[config.mk]
export PLATFORM = sky130hd
export DESIGN_NAME = button_press_chord_long_press_encoder
export DESIGN_NICKNAME = d
export VERILOG_FILES = /design/src/rtl/bpe_pkg.sv /design/src/rtl/bpe_lane.sv /design/src/rtl/bpe_merge.sv /design/src/rtl/button_press_chord_long_press_encoder.sv
export SDC_FILE = /design/constraint.sdc
export NUM_CORES = 1
export LEC_CHECK = 0
export BUFFER_PORTS_ARGS = -buffer_cell sky130_fd_sc_hd__buf_2
export CORE_MARGIN = 8
export CORE_UTILIZATION = 30
export DETAILED_ROUTE_END_ITERATION = 10
export HOLD_SLACK_MARGIN = 0.03
export PLACE_DENSITY = 0.45
export SLEW_MARGIN = 25
export SYNTH_ARGS = -nofsm -noshare
export SYNTH_HDL_FRONTEND = slang
export SYNTH_SLANG_ARGS = --single-unit
[constraint.sdc]
create_clock -name clk -period 3.9 [get_ports clk]
set_input_delay 0.585 -clock clk [delete_from_list [all_inputs] [get_ports clk]]
set_output_delay 0.585 -clock clk [all_outputs]
set_load 0.05 [all_outputs]
[src/rtl/bpe_pkg.sv]
// Shared types and constants for the button press and chord encoder.
package bpe_pkg;

  localparam int MAX_BUTTONS = 7;
  localparam int TICK_W      = 16;
  localparam int MSG_W       = 8;
  localparam int CFG_IDX_W   = 2;
  localparam int CFG_DATA_W  = 16;

  localparam logic [TICK_W-1:0]      LONG_TICKS_RST = 16'd20;
  localparam logic [MAX_BUTTONS-1:0] ACT_MASK_RST   = 7'h01;

  typedef enum logic [CFG_IDX_W-1:0] {
    REG_LONG_TICKS  = 2'd0,
    REG_ACTIVE_MASK = 2'd1
  } cfg_reg_t;

  typedef enum logic [1:0] {
    BS_REL  = 2'd0,
    BS_HELD = 2'd1,
    BS_LONG = 2'd2
  } btn_state_t;

  typedef enum int unsigned {
    MSG_COMBO    = 0,
    MSG_TUNING   = 1,
    MSG_EFFECT   = 2,
    MSG_SHUTDOWN = 7
  } msg_bit_t;

  typedef struct packed {
    logic down_old;
    logic down_new;
    logic rel_held;
    logic long_held;
  } lane_stat_t;

endpackage

[src/rtl/bpe_lane.sv]
// Per-button lane: edge detection, hold tick counter and button state.
module bpe_lane
  import bpe_pkg::*;
(
  input  logic              clk,
  input  logic              rst_n,
  input  logic              step,
  input  logic              lvl,
  input  logic              act,
  input  logic              rst_level,
  input  logic [TICK_W-1:0] long_ticks,
  output lane_stat_t        stat
);

  btn_state_t        state_r, state_nxt;
  logic              last_r;
  logic [TICK_W-1:0] ticks_r, ticks_nxt;
  logic [TICK_W:0]   ticks_sum;
  logic [TICK_W-1:0] ticks_inc;
  logic              pin_edge, press, release_ev, long_ev;

  always_comb begin
    pin_edge   = lvl != last_r;
    press      = pin_edge && (lvl == act);
    release_ev = pin_edge && (lvl != act);
    ticks_sum  = {1'b0, ticks_r} + {{TICK_W{1'b0}}, 1'b1};
    ticks_inc  = (ticks_r == {TICK_W{1'b1}}) ? ticks_r : ticks_sum[TICK_W-1:0];
    long_ev    = !pin_edge && (state_r == BS_HELD) && (ticks_inc > long_ticks);

    state_nxt = state_r;
    ticks_nxt = ticks_r;
    unique case (state_r)
      BS_REL: begin
        if (press) begin
          state_nxt = BS_HELD;
          ticks_nxt = '0;
        end
      end
      BS_HELD: begin
        if (!pin_edge) begin
          ticks_nxt = ticks_inc;
        end
        if (release_ev) begin
          state_nxt = BS_REL;
        end else if (long_ev) begin
          state_nxt = BS_LONG;
        end
      end
      BS_LONG: begin
        if (release_ev) begin
          state_nxt = BS_REL;
        end
      end
      default: begin
        state_nxt = BS_REL;
      end
    endcase

    stat.down_old  = state_r != BS_REL;
    stat.down_new  = state_nxt != BS_REL;
    stat.rel_held  = (state_r == BS_HELD) && release_ev;
    stat.long_held = long_ev;
  end

  always_ff @(posedge clk) begin
    if (!rst_n) begin
      state_r <= BS_REL;
      last_r  <= rst_level;
      ticks_r <= '0;
    end else if (step) begin
      state_r <= state_nxt;
      last_r  <= lvl;
      ticks_r <= ticks_nxt;
    end
  end

endmodule

[src/rtl/bpe_merge.sv]
// Merges the lane results into the message mask and the held mask.
module bpe_merge
  import bpe_pkg::*;
(
  input  lane_stat_t             stat [MAX_BUTTONS],
  output logic [MSG_W-1:0]       msg,
  output logic [MAX_BUTTONS-1:0] held
);

  logic others_down;

  always_comb begin
    msg         = '0;
    others_down = 1'b0;
    for (int i = 1; i < MAX_BUTTONS; i++) begin
      others_down = others_down | stat[i].down_old;
    end
    for (int i = 3; i < MAX_BUTTONS; i++) begin
      msg[i] = stat[i].rel_held;
    end
    msg[MSG_TUNING]   = stat[1].rel_held;
    msg[MSG_EFFECT]   = stat[2].rel_held && !stat[0].down_new;
    msg[MSG_COMBO]    = (stat[0].rel_held && stat[2].down_old) ||
                        (stat[2].rel_held && stat[0].down_new);
    msg[MSG_SHUTDOWN] = stat[0].long_held && !others_down;
    for (int i = 0; i < MAX_BUTTONS; i++) begin
      held[i] = stat[i].down_new;
    end
  end

endmodule

[src/rtl/button_press_chord_long_press_encoder.sv]
// Top level of the button press, long press and chord encoder.
//
//   Port group   Direction  Handshake           Payload
//   in_          input      in_valid/in_stall   in_pin_levels
//   out_         output     out_valid/out_stall out_message_mask, out_held_mask
//   cfg_         input      cfg_valid/cfg_ready cfg_index, cfg_data
//
// One item is taken per cycle while in_stall is low; each lane updates its button
// at the accepting edge, which also registers the result in the output or skid register.
// A skid register holds one further result, so in_stall rises only when it is full.
// Synchronous reset clears states, ticks and valid flags and sets each pin history inactive.
// Configuration writes are taken in every cycle.
module button_press_chord_long_press_encoder
  import bpe_pkg::*;
#(
  parameter int NUM_BUTTONS = 7
) (
  input  logic                   clk,
  input  logic                   rst_n,
  input  logic                   in_valid,
  output logic                   in_stall,
  input  logic [MAX_BUTTONS-1:0] in_pin_levels,
  output logic                   out_valid,
  input  logic                   out_stall,
  output logic [MSG_W-1:0]       out_message_mask,
  output logic [MAX_BUTTONS-1:0] out_held_mask,
  input  logic                   cfg_valid,
  output logic                   cfg_ready,
  input  logic [CFG_IDX_W-1:0]   cfg_index,
  input  logic [CFG_DATA_W-1:0]  cfg_data
);

  logic [TICK_W-1:0]      long_ticks_r;
  logic [MAX_BUTTONS-1:0] act_mask_r;
  lane_stat_t             stat [MAX_BUTTONS];
  logic [MSG_W-1:0]       msg;
  logic [MAX_BUTTONS-1:0] held;
  logic                   accept, out_fire;
  logic                   out_valid_r, skid_valid_r;
  logic [MSG_W-1:0]       out_msg_r, skid_msg_r;
  logic [MAX_BUTTONS-1:0] out_held_r, skid_held_r;

  assign cfg_ready = 1'b1;

  always_ff @(posedge clk) begin
    if (!rst_n) begin
      long_ticks_r <= LONG_TICKS_RST;
      act_mask_r   <= ACT_MASK_RST;
    end else if (cfg_valid && cfg_ready) begin
      if (cfg_index == REG_LONG_TICKS) begin
        long_ticks_r <= cfg_data[TICK_W-1:0];
      end else if (cfg_index == REG_ACTIVE_MASK) begin
        act_mask_r <= cfg_data[MAX_BUTTONS-1:0];
      end
    end
  end

  assign accept   = in_valid && !in_stall;
  assign in_stall = skid_valid_r;

  for (genvar g = 0; g < MAX_BUTTONS; g++) begin : g_lane
    if (g < NUM_BUTTONS) begin : g_on
      bpe_lane u_lane (
        .clk        (clk),
        .rst_n      (rst_n),
        .step       (accept),
        .lvl        (in_pin_levels[g]),
        .act        (act_mask_r[g]),
        .rst_level  (!ACT_MASK_RST[g]),
        .long_ticks (long_ticks_r),
        .stat       (stat[g])
      );
    end else begin : g_off
      assign stat[g] = '0;
    end
  end

  bpe_merge u_merge (
    .stat (stat),
    .msg  (msg),
    .held (held)
  );

  assign out_fire = out_valid_r && !out_stall;

  always_ff @(posedge clk) begin
    if (!rst_n) begin
      out_valid_r  <= 1'b0;
      skid_valid_r <= 1'b0;
    end else if (skid_valid_r) begin
      if (out_fire) begin
        skid_valid_r <= 1'b0;
      end
    end else if (accept) begin
      if (out_valid_r && !out_fire) begin
        skid_valid_r <= 1'b1;
      end else begin
        out_valid_r <= 1'b1;
      end
    end else if (out_fire) begin
      out_valid_r <= 1'b0;
    end
  end

  always_ff @(posedge clk) begin
    if (skid_valid_r) begin
      if (out_fire) begin
        out_msg_r  <= skid_msg_r;
        out_held_r <= skid_held_r;
      end
    end else if (accept) begin
      if (out_valid_r && !out_fire) begin
        skid_msg_r  <= msg;
        skid_held_r <= held;
      end else begin
        out_msg_r  <= msg;
        out_held_r <= held;
      end
    end
  end

  assign out_valid        = out_valid_r;
  assign out_message_mask = out_msg_r;
  assign out_held_mask    = out_held_r;

endmodule

Word level (Yosys, flattened, before mapping). Cells that the tools add are included.

Bits in registers: 188. Word-level logic and storage cells: 285.

Add/subtract/negate cells: 7. $lt $le $gt $ge: 7. Eq/ne operators: 60. Muxes and demuxes: 78. Bitwise gates (word level): 7. Reductions and logical operators: 97.

Operators by type and width (number): $mux 16 (21); $pmux 16 s2 (7); $add 16x1->16 const B (7); $eq 16x16->1 const B (7); $gt 16x16->1 (7); $mux 2 (28); $reduce_bool 2->1 (22); $logic_and 1x1->1 (42); $pmux 2 s3 (7); $mux 8 (4); $mux 7 (4); $reduce_and 4->1 (7); $ne 2x2->1 const B (10); $eq 2x1->1 const B (8); $logic_not 2->1 (8); $eq 2x2->1 const B (7); $ne 1x1->1 (14); $ne 2x1->1 const B (7); $logic_not 1->1 (12); $reduce_and 3->1 (4); $eq 1x1->1 (7); $mux 1 (7); $or 1x1->1 (5); $not 1->1 (2); 2 further kinds (2).

Longest topological paths before layout. Gate-level depths: netlist of run 1.

Word-level depth: 13. Gate-level depth with buffers: 15.

Cells and area by module. From an unflattened synthesis of run 1, not the netlist that was laid out.

Cell total of the unflattened synthesis: 1797. Area, all modules: 15313.4 µm².

By module, submodules not included: bpe_lane at g_lane[1].g_on.u_lane ... (instances 6, cells an instance 232, area each 1858.0 µm², seq. area each 390.4 µm²); button_press_chord_long_press_encoder (instances 1, cells an instance 160, area each 2130.8 µm², seq. area each 1401.3 µm²); bpe_lane at g_lane[0].g_on.u_lane (instances 1, cells an instance 229, area each 1906.8 µm², seq. area each 390.4 µm²); bpe_merge (instances 1, cells an instance 16, area each 127.6 µm², seq. area each 0.0 µm²).

Worst setup path after synthesis of run 1. OpenSTA, ideal clock, no wires.

Kind: flip-flop to flip-flop. Start: register g_lane[1].g_on.u_lane.ticks_r[4]. End: register g_lane[1].g_on.u_lane.state_r[0]. Setup time: 0.128 ns. Data arrival time: 3.089 ns. Setup slack: 0.683 ns. Stages on the path, launching flop included: 15. Buffers on the path: 2. Cell sequence: dfxtp_1 buf_2 and4_1 buf_2 nand3_1 or3_1 nor2_1 mux2_2 ha_1 nand4_1 or4_1 a21oi_1 a211oi_1 a21oi_1 o211ai_1.

Cells in the longest elaborated chain, start to end: 7. Elaborated cells on any way between the ends: 8. Those cells by class: add/sub: 1; order compare: 1; eq/ne: 1; mux: 4; reduce/logical: 1.

RTL lines: start: declaration (line bpe_lane.sv:17) `logic [TICK_W-1:0] ticks_r, ticks_nxt;`; start signal: assignment (line bpe_lane.sv:73) `ticks_r <= ticks_nxt;`; $add 16x1->16 / $eq 16x16->1 (equally long branches) (line bpe_lane.sv:26, bpe_lane.sv:27); $mux 16 (*) (line bpe_lane.sv:27) `ticks_inc = (ticks_r == {TICK_W{1'b1}}) ? ticks_r : ticks_sum[TICK_W-1:0];`; $gt 16x16->1 (*) (line bpe_lane.sv:28) `long_ev = !pin_edge && (state_r == BS_HELD) && (ticks_inc > long_ticks);`; $logic_and 1x1->1 (*) (line bpe_lane.sv:28); $mux 2 (*) (line bpe_lane.sv:45) `end else if (long_ev) begin`; $mux 2 (*) (line bpe_lane.sv:43) `if (release_ev) begin`; $pmux 2 s3 (*) (line bpe_lane.sv:32) `unique case (state_r)`; end signal: assignment (line bpe_lane.sv:71) `state_r <= state_nxt;`; end: declaration (line bpe_lane.sv:15) `btn_state_t state_r, state_nxt;`.

Every way passes the cells marked *; elsewhere a longest branch is shown, timed or not. A chain may end at the register's enable or synchronous reset.

Final worst setup path of run 1. Same ends and word-level chain as after synthesis.

==> results of run 1 <==
per-stage QoR:
stage	cells	cell area, um^2	hold WS (ns)
global route	2198	14400	0.340
floorplan	1591	13000	0.436
finish	2199	14400	0.354
global placement	2165	13800	0.442
detailed placement	2165	13800	0.447
CTS	2197	14400	0.336
power by group through the flow:
| stage | logic, W | registers [W] | clock network, W |
|---|---|---|---|
| 2_1_floorplan | 0.000350 | 0.00215 | 0 |
| 3_3_place_gp | 0.000569 | 0.00212 | 0 |
| 3_5_place_dp | 0.000572 | 0.00212 | 0 |
| 4_1_cts | 0.000574 | 0.00207 | 0.00191 |
| 5_1_grt | 0.000635 | 0.00208 | 0.00200 |
| 6_report | 0.000574 | 0.00207 | 0.00186 |
sequential cells by signal, indices dropped and copies added, names as in the netlist, 7 cells and up:
register	flops
g_lane.g_on.u_lane.state_r	14
g_lane.g_on.u_lane.last_r	7
long_ticks_r	16
act_mask_r	7
skid_msg_r	8
g_lane.g_on.u_lane.ticks_r	112
out_message_mask	8
out_held_mask	7
skid_held_r	7
layout make-up:
type | instances | area, um^2 | area share, %
Antenna cell | 2 | 5.00 | 0.0347
Clock buffer | 23 | 510 | 3.54
Clock inverter | 9 | 98.8 | 0.685
Inverter | 36 | 135 | 0.936
Multi-Input combinational cell | 1291 | 8510 | 58.9
Sequential cell | 188 | 4060 | 28.2
Tap cell | 585 | 732 | 5.07
Timing Repair Buffer | 65 | 385 | 2.67
path summary, 6_finish.rpt:
| path | from | endpoint | cells past startpoint | slack [ns] |
|---|---|---|---|---|
| setup reg to reg | g_lane[1].g_on.u_lane.ticks_r[4] | g_lane[1].g_on.u_lane.state_r[0] | 12 | 0.31 |
| setup / recovery | g_lane[1].g_on.u_lane.ticks_r[4] | g_lane[1].g_on.u_lane.state_r[0] | 12 | 0.31 |
| hold / removal | cfg_data[7] | long_ticks_r[7] | 3 | 0.35 |
| hold reg to reg | long_ticks_r[12] | long_ticks_r[12] | 2 | 0.46 |
cells by family (layout without fill, tap and decap cells):
kind of cell	count (synthesis)	count (layout)	share of synthesized area [%]
simple gates	624	624	24.4
compound gates	434	434	21.2
flops	188	188	31.2
fa+ha+maj	119	119	11.4
buf+inv	112	133	3.69
xor+xnor	82	82	5.52
mux	31	31	2.58
other cells	1	3	0.0288
worst min-delay path, stage by stage:
cell                      delay, ns
sky130_fd_sc_hd__buf_2         0.09
sky130_fd_sc_hd__nand2_1       0.04
sky130_fd_sc_hd__a21oi_1       0.05
per-layer routing:
layer	share of wire (%)	GRT usage (%)	wire [um]	vias to the layer above
met5	0.043	0	17	-
met4	0.96	3.33	380	2
met3	3.8	2.89	1490	25
met2	42	23.4	16700	186
met1	53	23.2	21100	5428
li1	-	-	-	5911
Yosys cell counts, drive strengths merged (3+ instances only):
library cell / instances / area [um^2]
and4: 10 / 87.6
nor2b: 22 / 138
clkbuf: 40 / 153
nand2b: 28 / 175
or2: 7 / 43.8
nand4: 45 / 294
nand2: 191 / 717
o41ai: 3 / 26.3
a21oi: 129 / 653
nor4: 17 / 149
nand4b: 3 / 26.3
a21o: 15 / 113
a41oi: 5 / 51.3
nor2: 120 / 453
a31oi: 46 / 288
a22o: 22 / 193
nand3: 74 / 385
a311oi: 4 / 35.0
mux2i: 11 / 110
a211o: 4 / 35.0
inv: 36 / 135
o21ba: 4 / 40.0
buf: 36 / 193
mux2: 20 / 225
or3: 7 / 43.8
o31ai: 22 / 165
xor2: 33 / 289
a22oi: 6 / 45.0
o21ai: 99 / 495
o21a: 18 / 135
or4: 6 / 48.8
nand3b: 7 / 52.6
o211ai: 13 / 97.6
a211oi: 14 / 105
nor3b: 7 / 57.6
xnor2: 49 / 429
a21boi: 3 / 26.3
edfxtp: 30 / 901
dfxtp: 158 / 3160
a32o: 10 / 100
and3: 19 / 129
and2: 13 / 81.3
nor3: 44 / 252
ha: 119 / 1490
repair_timing:
item                                    CTS  global route
resized for setup                         0             2
hold endpoints to repair                  0             0
endpoints found under the setup margin    0             3
==> reports/summary.txt, run 1 <==
Status: finished clean
Summed negative setup slack over all endpoints: 0 ns
Buffer type at the clock tree root: sky130_fd_sc_hd__clkbuf_16
Fraction of final layout cells with drive strength greater than 1: 9.74%
Antenna-violating nets left: 0
Power Density: 312 nW/um^2
Net count reported at finish: 1748
Worst ir drop on vdd: 0.278 mV
Area added between synthesis and finish: 10.9%
Half-perimeter wire length after placement: 27.8 mm
Final worst slack: 0.309 ns
Number of buffers inserted to repair setup after CTS: 0
EDFF count, synth: 30
Number of buffers added by the clock tree synthesis step: 17
Path type of the worst min-delay path: in2reg
Predominant post-synthesis flop cell: sky130_fd_sc_hd__dfxtp_1
Pin count of the biggest net entering global routing: 50
Number of vias after detailed routing: 11552
Number of library cell types mapped by synthesis: 81
Clock network latency to the later pin of the worst-skew pair: 0.46 ns
Cell repeated most along the worst path: sky130_fd_sc_hd__a21oi_1
Worst path cell trace: and4_2 > nand3_1 > or3_1 > nor2_1 > mux2_2 > ha_1 > nand4_1 > or4_1 > a21oi_1 > a211oi_1 > a21oi_1 > o211ai_1
Clock share of power: 41.3%
Startpoint type of the worst setup path: flop
Tmin final: 3.59 ns
Die height: 224 um
Slowest stage delay, CP: 0.56 ns
Part of the Yosys area used for sequential elements: 31.2%
Buffers added on ports: 46
WP data arrival: 3.93 ns
Number of warning messages in the yosys log: 0
Max-slew violation count: 0
Global placer's final weighted congestion: 0.808
Std-Cell Core Area: 43000 um^2
Power dissipated by switching net loads: 0.00131 W
Clock slew at the register clock pins of the worst setup and hold paths: 0.08 ns
Critical Path End Type: flop
Worst Max-Slew Pin Slew: 1.00 ns
Critical-path top delay cell: sky130_fd_sc_hd__or4_1
First-pass GRT wire length: 62.1 mm
Number of rows in the core area: 76
CTS tree: yes
Leading cell type in the layout, fill and taps excluded: sky130_fd_sc_hd__nand2_1
Number of sinks handled by clock tree synthesis: 188
Skew final: 0.0106 ns
Count of TritonRoute iterations in the first routing pass: 7
GRT Util Overall: 15.7%
Number of nets produced by synthesis: 1740
Routed wire length: 39.6 mm
Switching share of power: 29.0%
Maximum clock frequency: 278 MHz
Detailed Route Iter0 Violations: 832
Top Ports: 48
Number of global-route vias before repair: 10757
Final routed DRC violation total: 0
Total grt overflow: 0
Number of cells produced by synthesis: 1591
Number of max-cap violations: 0
Max H-tree Level: 4
Count of buffering cells on the critical path with inverters included: 0
Largest fanout on the critical path: 8
Mean instance size in the synthesized netlist: 8.18 um^2
Flop and latch count out of synthesis: 188
Post-Place Worst Slack: 0.293 ns
Share of the core filled with cells in the final layout: 33.6%
RSZ-0062 raised after global routing: false
Final hold violation count: 0
Routed WL per cell: 18.0 um
Post-synthesis instance area: 13000 um^2
Commonest non-fill, non-tap cells in the layout: 191 x sky130_fd_sc_hd__nand2_1, 158 x sky130_fd_sc_hd__dfxtp_1, 126 x sky130_fd_sc_hd__a21oi_1
Rel. slew slack: 32.6%
Die Width: 224 um
Internal power consumption: 0.00320 W
Filler cell count in the final layout: 4541
Data required time of the critical path: 4.24 ns
Vias/cell: 5.25
CP delay by family, top: simple AND/OR/NAND/NOR gates
Starting density of the core: 30.3%
Tcrit/Tclk final: 92.1%
Die area: 50300 um^2
# hold bufs at CTS: 0
Clock Tree Buf Depth: 2
Share of flip-flops with an asynchronous set or reset: 0%
Lkg Pwr: 5.60 nW
Total power of the final layout: 0.00451 W
Final setup viols: 0
Sequential fraction of design power: 46.0%
Comb power frac: 12.7%
Kind of critical path: reg2reg
Antenna violations before repair: 4
Note: power is estimated with default switching activity, not from simulation.
==> run 2: changes to the inputs <==
--- a/config.mk
+++ b/config.mk
@@ -5,7 +5,7 @@
 export SDC_FILE = /design/constraint.sdc
 export NUM_CORES = 1
 export LEC_CHECK = 0
-export BUFFER_PORTS_ARGS = -buffer_cell sky130_fd_sc_hd__buf_2
+export BUFFER_PORTS_ARGS = -buffer_cell sky130_fd_sc_hd__buf_4
 export CORE_MARGIN = 8
 export CORE_UTILIZATION = 30
 export DETAILED_ROUTE_END_ITERATION = 10
==> run 2 against run 1 <==
Routed wire length increased by 0.44%; power decreased by 0.46%; worst hold slack got worse by 0.0049 ns; design area increased by 0.58%; combinational power increased by 4.2%; critical path type unchanged; via count increased by 0.61%; global-route usage decreased by 0.069 points; die area unchanged; worst setup slack got worse by 0.023 ns; maximum frequency decreased by 0.64%; largest power group unchanged; sequential power about the same; sequential share of layout area decreased by 0.16 points.
==> reports/summary.txt, run 2 (same netlist as run 1, synthesis figures left out) <==
Internal power consumption: 0.00313 W (-2.3%)
Clock slew at the register clock pins of the worst setup and hold paths: 0.08 ns (about the same)
Fraction of final layout cells with drive strength greater than 1: 9.79% (+0.050 points)
Status: finished clean
Comb power frac: 13.3% (+0.6 points)
Number of diodes added for antenna fixing: 0 (-2)
Total grt overflow: 0 (unchanged)
Commonest non-fill, non-tap cells in the layout: 191 x sky130_fd_sc_hd__nand2_1, 158 x sky130_fd_sc_hd__dfxtp_1, 126 x sky130_fd_sc_hd__a21oi_1
Register with the most flip-flops: g_lane.g_on.u_lane.ticks_r
Final Non-Filler Cells: 2199 (unchanged)
Max-slew violation count: 0 (unchanged)
Worst ir drop on vdd: 0.306 mV (+10%)
Capturing instance or port of the critical path: out_message_mask[7]
Tcrit/Tclk final: 92.7% (+0.60 points)
Number of global-route vias before repair: 10778 (+0.20%)
Worst path cell trace: ha_1 > nand4_2 > or4_1 > nand3_2 > xnor2_1 > ha_1 > nand4_1 > nor3_1 > a22oi_1 > a2111o_1 > o31ai_1
Data required time of the critical path: 4.18 ns (-0.06 ns)
Power dissipated by switching net loads: 0.00136 W (+4.2%)
Antenna-violating nets left: 0 (unchanged)
Slowest stage delay, CP: 0.74 ns (+0.18 ns)
Antenna violations before repair: 0 (-4)
Worst Max-Slew Pin Slew: 0.886 ns (-0.118 ns)
Path type of the worst min-delay path: in2reg
Vias/cell: 5.29 (+0.61%)
Die height: 224 um (unchanged)
Final hold violation count: 0 (unchanged)
Capture instance of the worst register-to-register path: out_message_mask[7]
Largest fanout on the critical path: 8 (unchanged)
Final routed DRC violation total: 0 (unchanged)
Number of sinks handled by clock tree synthesis: 188 (unchanged)
First-pass GRT wire length: 61.8 mm (-0.36%)
# hold bufs at CTS: 0 (unchanged)
Final setup viols: 0 (unchanged)
Leading cell type in the layout, fill and taps excluded: sky130_fd_sc_hd__nand2_1
Max H-tree Level: 4 (unchanged)
Detailed Route Iter0 Violations: 731 (-12%)
Worst setup startpoint: g_lane[0].g_on.u_lane.ticks_r[0]
Lkg Pwr: 5.62 nW (+0.42%)
Maximum clock frequency: 277 MHz (-0.64%)
Half-perimeter wire length after placement: 28.1 mm (+1.1%)
Global placer's final weighted congestion: 0.793 (-1.8%)
Power Density: 309 nW/um^2 (-1.0%)
RSZ-0062 raised after global routing: false
Clock share of power: 40.4% (-0.9 points)
Tmin final: 3.61 ns (+0.0232 ns)
Cell repeated most along the worst path: sky130_fd_sc_hd__ha_1
Net count reported at finish: 1750 (+0.11%)
Starting density of the core: 30.3% (unchanged)
Depth of the worst register-to-register path: 11 (-1)
Critical Path End Type: flop
Die area: 50300 um^2 (unchanged)
Pin count of the biggest net entering global routing: 33 (-34%)
Routed wire length: 39.8 mm (+0.44%)
Buffer type at the clock tree root: sky130_fd_sc_hd__clkbuf_16
Largest registers: g_lane.g_on.u_lane.ticks_r: 112 flops, long_ticks_r: 16 flops, g_lane.g_on.u_lane.state_r: 14 flops
Count of TritonRoute iterations in the first routing pass: 5 (-2)
Number of vias after detailed routing: 11623 (+0.61%)
Critical-path top delay cell: sky130_fd_sc_hd__or4_1
CTS tree: yes
Summed negative setup slack over all endpoints: 0 ns (unchanged)
Number of rows in the core area: 76 (unchanged)
Die Width: 224 um (unchanged)
Sequential fraction of design power: 46.2% (+0.2 points)
Switching share of power: 30.3% (+1.3 points)
WP data arrival: 3.89 ns (-0.04 ns)
Clock network latency to the later pin of the worst-skew pair: 0.46 ns (about the same)
Std-Cell Core Area: 43000 um^2 (unchanged)
Buffers added on ports: 46 (unchanged)
Placed cell count: 2166 (+0.046%)
Top Ports: 48 (unchanged)
Skew final: 0.00853 ns (-0.00203 ns)
Startpoint of the worst register-to-register path: g_lane[0].g_on.u_lane.ticks_r[0]
Routed WL per cell: 18.1 um (+0.44%)
Number of buffers added by the clock tree synthesis step: 17 (unchanged)
Flip-flop count of the largest register after layout: 112 (unchanged)
Number of max-cap violations: 0 (unchanged)
GRT Util Overall: 15.6% (-0.069 points)
R2R Setup Slk: 0.29 ns (-0.02 ns)
Clock Tree Buf Depth: 2 (unchanged)
Startpoint type of the worst setup path: flop
Area added between synthesis and finish: 11.5%
Kind of critical path: reg2reg
Rel. slew slack: 40.6% (+8.0 points)
-- run 2: cell count changes in the layout (fill, tap and decap cells not counted), moves of 2 or more --
cell | before | now
sky130_fd_sc_hd__diode_2 | 2 | 0
sky130_fd_sc_hd__clkbuf_8 | 2 | 0
sky130_fd_sc_hd__clkinvlp_4 | 1 | 3
sky130_fd_sc_hd__buf_4 | 18 | 66
sky130_fd_sc_hd__clkinv_4 | 4 | 2
sky130_fd_sc_hd__inv_8 | 0 | 5
sky130_fd_sc_hd__buf_2 | 46 | 0
sky130_fd_sc_hd__clkbuf_16 | 19 | 17
-- run 2: what timing repair did --
item,CTS,global route
gates resized for setup,0,0
setup buffers,0,0
endpoints found under the setup margin,0,1
-- run 2: per-stage QoR --
step	setup slack, ns	utilization, %	hold slack, ns	instance area, um^2	power, W
final	0.286	33.8	0.349	14500	0.00449
after global routing	0.00529	33.8	0.336	14500	0.00468
after CTS	0.258	33.7	0.326	14500	0.00455
after detailed placement	0.287	32.4	0.447	13900	0.00271
after global placement	0.418	32.4	0.443	13900	0.00271
after floorplan	0.683	-	0.436	13000	0.00250
-- run 2: metal layers --
metal | GRT usage, % | up-vias | routed length (um)
met5 | 0 | - | 0
met4 | 4.14 | 0 | 566
met3 | 2.81 | 32 | 2020
met1 | 22.7 | 5434 | 20700
li1 | - | 5900 | -
met2 | 23.5 | 257 | 16500
-- run 2: worst min path at each step --
stage	end	start	cells past startpoint	slack (ns)
detailed placement	long_ticks_r[1]	long_ticks_r[1]	2	0.45
finish	act_mask_r[0]	cfg_data[0]	3	0.35
CTS	act_mask_r[0]	cfg_data[0]	3	0.33
global placement	long_ticks_r[3]	long_ticks_r[3]	2	0.44
floorplan	long_ticks_r[10]	long_ticks_r[10]	2	0.44
global route	long_ticks_r[13]	cfg_data[13]	3	0.34
-- run 2: layout make-up --
cell class / instances / area [um^2]
tap: 585 / 732
multi-input combinational: 1291 / 8500
clock inverter: 14 / 153
timing repair buffer: 67 / 507
fill: 4590 / 28500
inverter: 36 / 135
sequential: 188 / 4060
clock buffer: 18 / 429
-- run 2: critical path, delay by kind of cell, from the launching register on --
kind / cells / cell delay (ns)
AND/OR/NAND/NOR: 5 / 1.50
AO/OA/AOI/OAI: 3 / 0.89
adder cells (fa/ha/maj): 2 / 0.56
flip-flops: 1 / 0.41
XOR/XNOR: 1 / 0.08
-- run 2: power by group through the flow --
stage / clock (W) / sequential (W) / combinational, W
final: 0.00182 / 0.00208 / 0.000598
after global routing: 0.00195 / 0.00208 / 0.000653
after CTS: 0.00188 / 0.00207 / 0.000597
after detailed placement: 0 / 0.00212 / 0.000594
after global placement: 0 / 0.00212 / 0.000591
after floorplan: 0 / 0.00215 / 0.000350
==> run 3: changes to the inputs <==
--- a/config.mk
+++ b/config.mk
@@ -11,6 +11,7 @@
 export DETAILED_ROUTE_END_ITERATION = 10
 export HOLD_SLACK_MARGIN = 0.03
 export PLACE_DENSITY = 0.45
+export REMOVE_ABC_BUFFERS = 1
 export SLEW_MARGIN = 25
 export SYNTH_ARGS = -nofsm -noshare
 export SYNTH_HDL_FRONTEND = slang
==> run 3 against run 2 <==
Maximum frequency increased by 2.2%; design area fell by 0.16%; cell count barely moved; sequential share of layout area about the same; core utilization shrank 0.055 points; sequential cell count unchanged; die area unchanged; critical path depth rose by 1; worst setup slack improved by 0.079 ns; routed wire length fell by 0.68%; non-clock buffer count down 2; global-route usage barely moved.
==> reports/summary.txt, run 3 (same netlist as run 1, synthesis figures left out) <==
Buffer type at the clock tree root: sky130_fd_sc_hd__clkbuf_16
Flip-flop count of the largest register after layout: 112 (unchanged)
Power Density: 305 nW/um^2 (-1.3%)
Tmin final: 3.54 ns (-0.0787 ns)
Maximum clock frequency: 283 MHz (+2.2%)
Antenna-violating nets left: 0 (unchanged)
Max-slew violation count: 0 (unchanged)
Global placer's final weighted congestion: 0.812 (+2.4%)
Starting density of the core: 30.3% (unchanged)
Final Non-Filler Cells: 2197 (-0.091%)
Leading cell type in the layout, fill and taps excluded: sky130_fd_sc_hd__nand2_1
Number of max-cap violations: 0 (unchanged)
Sequential fraction of design power: 47.0% (+0.8 points)
Fraction of final layout cells with drive strength greater than 1: 9.80% (+0.012 points)
Startpoint type of the worst setup path: flop
Number of buffers added by the clock tree synthesis step: 17 (unchanged)
Kind of critical path: reg2reg
Commonest non-fill, non-tap cells in the layout: 191 x sky130_fd_sc_hd__nand2_1, 158 x sky130_fd_sc_hd__dfxtp_1, 126 x sky130_fd_sc_hd__a21oi_1
Power dissipated by switching net loads: 0.00132 W (-3.4%)
Worst Max-Slew Pin Slew: 0.936 ns (+0.0505 ns)
Number of diodes added for antenna fixing: 0 (unchanged)
Placed cell count: 2165 (-0.046%)
CTS tree: yes
Switching share of power: 29.7% (-0.61 points)
Vias/cell: 5.31 (+0.51%)
Final routed DRC violation total: 0 (unchanged)
Data required time of the critical path: 4.24 ns (+0.06 ns)
Final hold violation count: 0 (unchanged)
Lkg Pwr: 5.60 nW (-0.34%)
Clock Tree Buf Depth: 2 (unchanged)
Clock slew at the register clock pins of the worst setup and hold paths: 0.08 ns (about the same)
Routed wire length: 39.5 mm (-0.68%)
Filler cell count in the final layout: 4587 (-0.065%)
Number of global-route vias before repair: 10864 (+0.80%)
Comb power frac: 13.2% (about the same)
Skew final: 0.0107 ns (+0.00219 ns)
Net count reported at finish: 1748 (-0.11%)
First-pass GRT wire length: 62.0 mm (+0.29%)
Final setup viols: 0 (unchanged)
Register with the most flip-flops: g_lane.g_on.u_lane.ticks_r
Largest registers: g_lane.g_on.u_lane.ticks_r: 112 flops, long_ticks_r: 16 flops, g_lane.g_on.u_lane.state_r: 14 flops
Length of routed met3 wiring: 1.74 mm (-14%)
Area added between synthesis and finish: 11.3%
Highest routing layer actually used: met4
Detailed Route Iter0 Violations: 749 (+2.5%)
Number of vias after detailed routing: 11672 (+0.42%)
Half-perimeter wire length after placement: 28.6 mm (+1.8%)
Clock share of power: 39.8% (-0.6 points)
Buffers added on ports: 46 (unchanged)
Std-Cell Core Area: 43000 um^2 (unchanged)
WP data arrival: 3.87 ns (-0.02 ns)
Die Width: 224 um (unchanged)
Internal power consumption: 0.00311 W (-0.60%)
Path type of the worst min-delay path: in2reg
Routed WL per cell: 18.0 um (-0.59%)
Largest fanout on the critical path: 8 (unchanged)
RSZ-0062 raised after global routing: false
# hold bufs at CTS: 0 (unchanged)
Number of sinks handled by clock tree synthesis: 188 (unchanged)
Antenna violations before repair: 0 (unchanged)
Total grt overflow: 0 (unchanged)
Number of rows in the core area: 76 (unchanged)
Rel. slew slack: 37.1% (-3.5 points)
Tcrit/Tclk final: 90.7% (-2.0 points)
Detail Route met2 WL: 17.2 mm (+4.0%)
Clock network latency to the later pin of the worst-skew pair: 0.46 ns (about the same)
Top Ports: 48 (unchanged)
Worst ir drop on vdd: 0.301 mV (-1.7%)
Detailed-route wire length on metal 1: 20.0 mm (-3.0%)
Count of TritonRoute iterations in the first routing pass: 6 (+1)
Pin count of the biggest net entering global routing: 35 (+6.1%)
GRT Util Overall: 15.7% (+0.033 points)
Summed negative setup slack over all endpoints: 0 ns (unchanged)
Max H-tree Level: 4 (unchanged)
Critical Path End Type: flop
Status: finished clean
Die area: 50300 um^2 (unchanged)
Die height: 224 um (unchanged)
[run 3: critical path, stage by stage (launching register included)]
cell	delay, ns
sky130_fd_sc_hd__dfxtp_1	0.46
sky130_fd_sc_hd__and4_1	0.34
sky130_fd_sc_hd__nand3_1	0.15
sky130_fd_sc_hd__or3_1	0.48
sky130_fd_sc_hd__nor2_1	0.18
sky130_fd_sc_hd__mux2_2	0.36
sky130_fd_sc_hd__ha_1	0.29
sky130_fd_sc_hd__nand4_1	0.11
sky130_fd_sc_hd__or4_1	0.55
sky130_fd_sc_hd__a21oi_1	0.14
sky130_fd_sc_hd__a211oi_1	0.06
sky130_fd_sc_hd__a21oi_1	0.19
sky130_fd_sc_hd__o211ai_1	0.12
[run 3: worst paths after layout]
path	cells after the start	to	from	slack (ns)
worst max register to register	12	g_lane[1].g_on.u_lane.state_r[0]	g_lane[1].g_on.u_lane.ticks_r[4]	0.36
worst max-delay path	12	g_lane[1].g_on.u_lane.state_r[0]	g_lane[1].g_on.u_lane.ticks_r[4]	0.36
worst min-delay path	3	long_ticks_r[13]	cfg_data[13]	0.37
worst min register to register	2	long_ticks_r[1]	long_ticks_r[1]	0.46
[run 3: power groups by stage]
stage,clock network (W),logic [W],registers (W)
after floorplan,0,0.000308,0.00217
after global placement,0,0.000581,0.00212
after detailed placement,0,0.000586,0.00212
after CTS,0.00181,0.000589,0.00208
after global routing,0.00190,0.000646,0.00209
final,0.00176,0.000585,0.00208
[run 3: timing repair]
| action | 4_1_cts | 5_1_grt |
|---|---|---|
| resized for setup | 0 | 1 |
| setup endpoints to repair | 0 | 1 |
| hold endpoints to repair | 0 | 0 |
| buffers inserted | 0 | 0 |
[run 3: metal layers]
metal / global-route usage [%] / up-vias
met5: 0 / -
met4: 3.67 / 0
met3: 3.09 / 29
met2: 24.3 / 195
met1: 22.1 / 5554
li1: - / 5894
[run 3: area by class of cell]
| type | instances | area [um^2] | area share (%) |
|---|---|---|---|
| Inverter | 36 | 135 | 0.932 |
| Multi-Input combinational cell | 1291 | 8500 | 58.6 |
| Clock buffer | 18 | 429 | 2.96 |
| Timing Repair Buffer | 65 | 500 | 3.45 |
| Clock inverter | 14 | 135 | 0.932 |
| Tap cell | 585 | 732 | 5.05 |
| Sequential cell | 188 | 4060 | 28.0 |
[run 3: through the flow]
step | setup WS (ns) | total power (W) | hold slack, ns | instance area (um^2) | util [%]
after detailed placement | 0.349 | 0.00271 | 0.447 | 13900 | 32.4
after global routing | 0.0277 | 0.00464 | 0.340 | 14500 | 33.7
final | 0.364 | 0.00442 | 0.369 | 14500 | 33.7
after global placement | 0.379 | 0.00270 | 0.442 | 13900 | 32.4
after CTS | 0.318 | 0.00448 | 0.345 | 14500 | 33.7
after floorplan | 0.302 | 0.00248 | 0.436 | 12700 | -
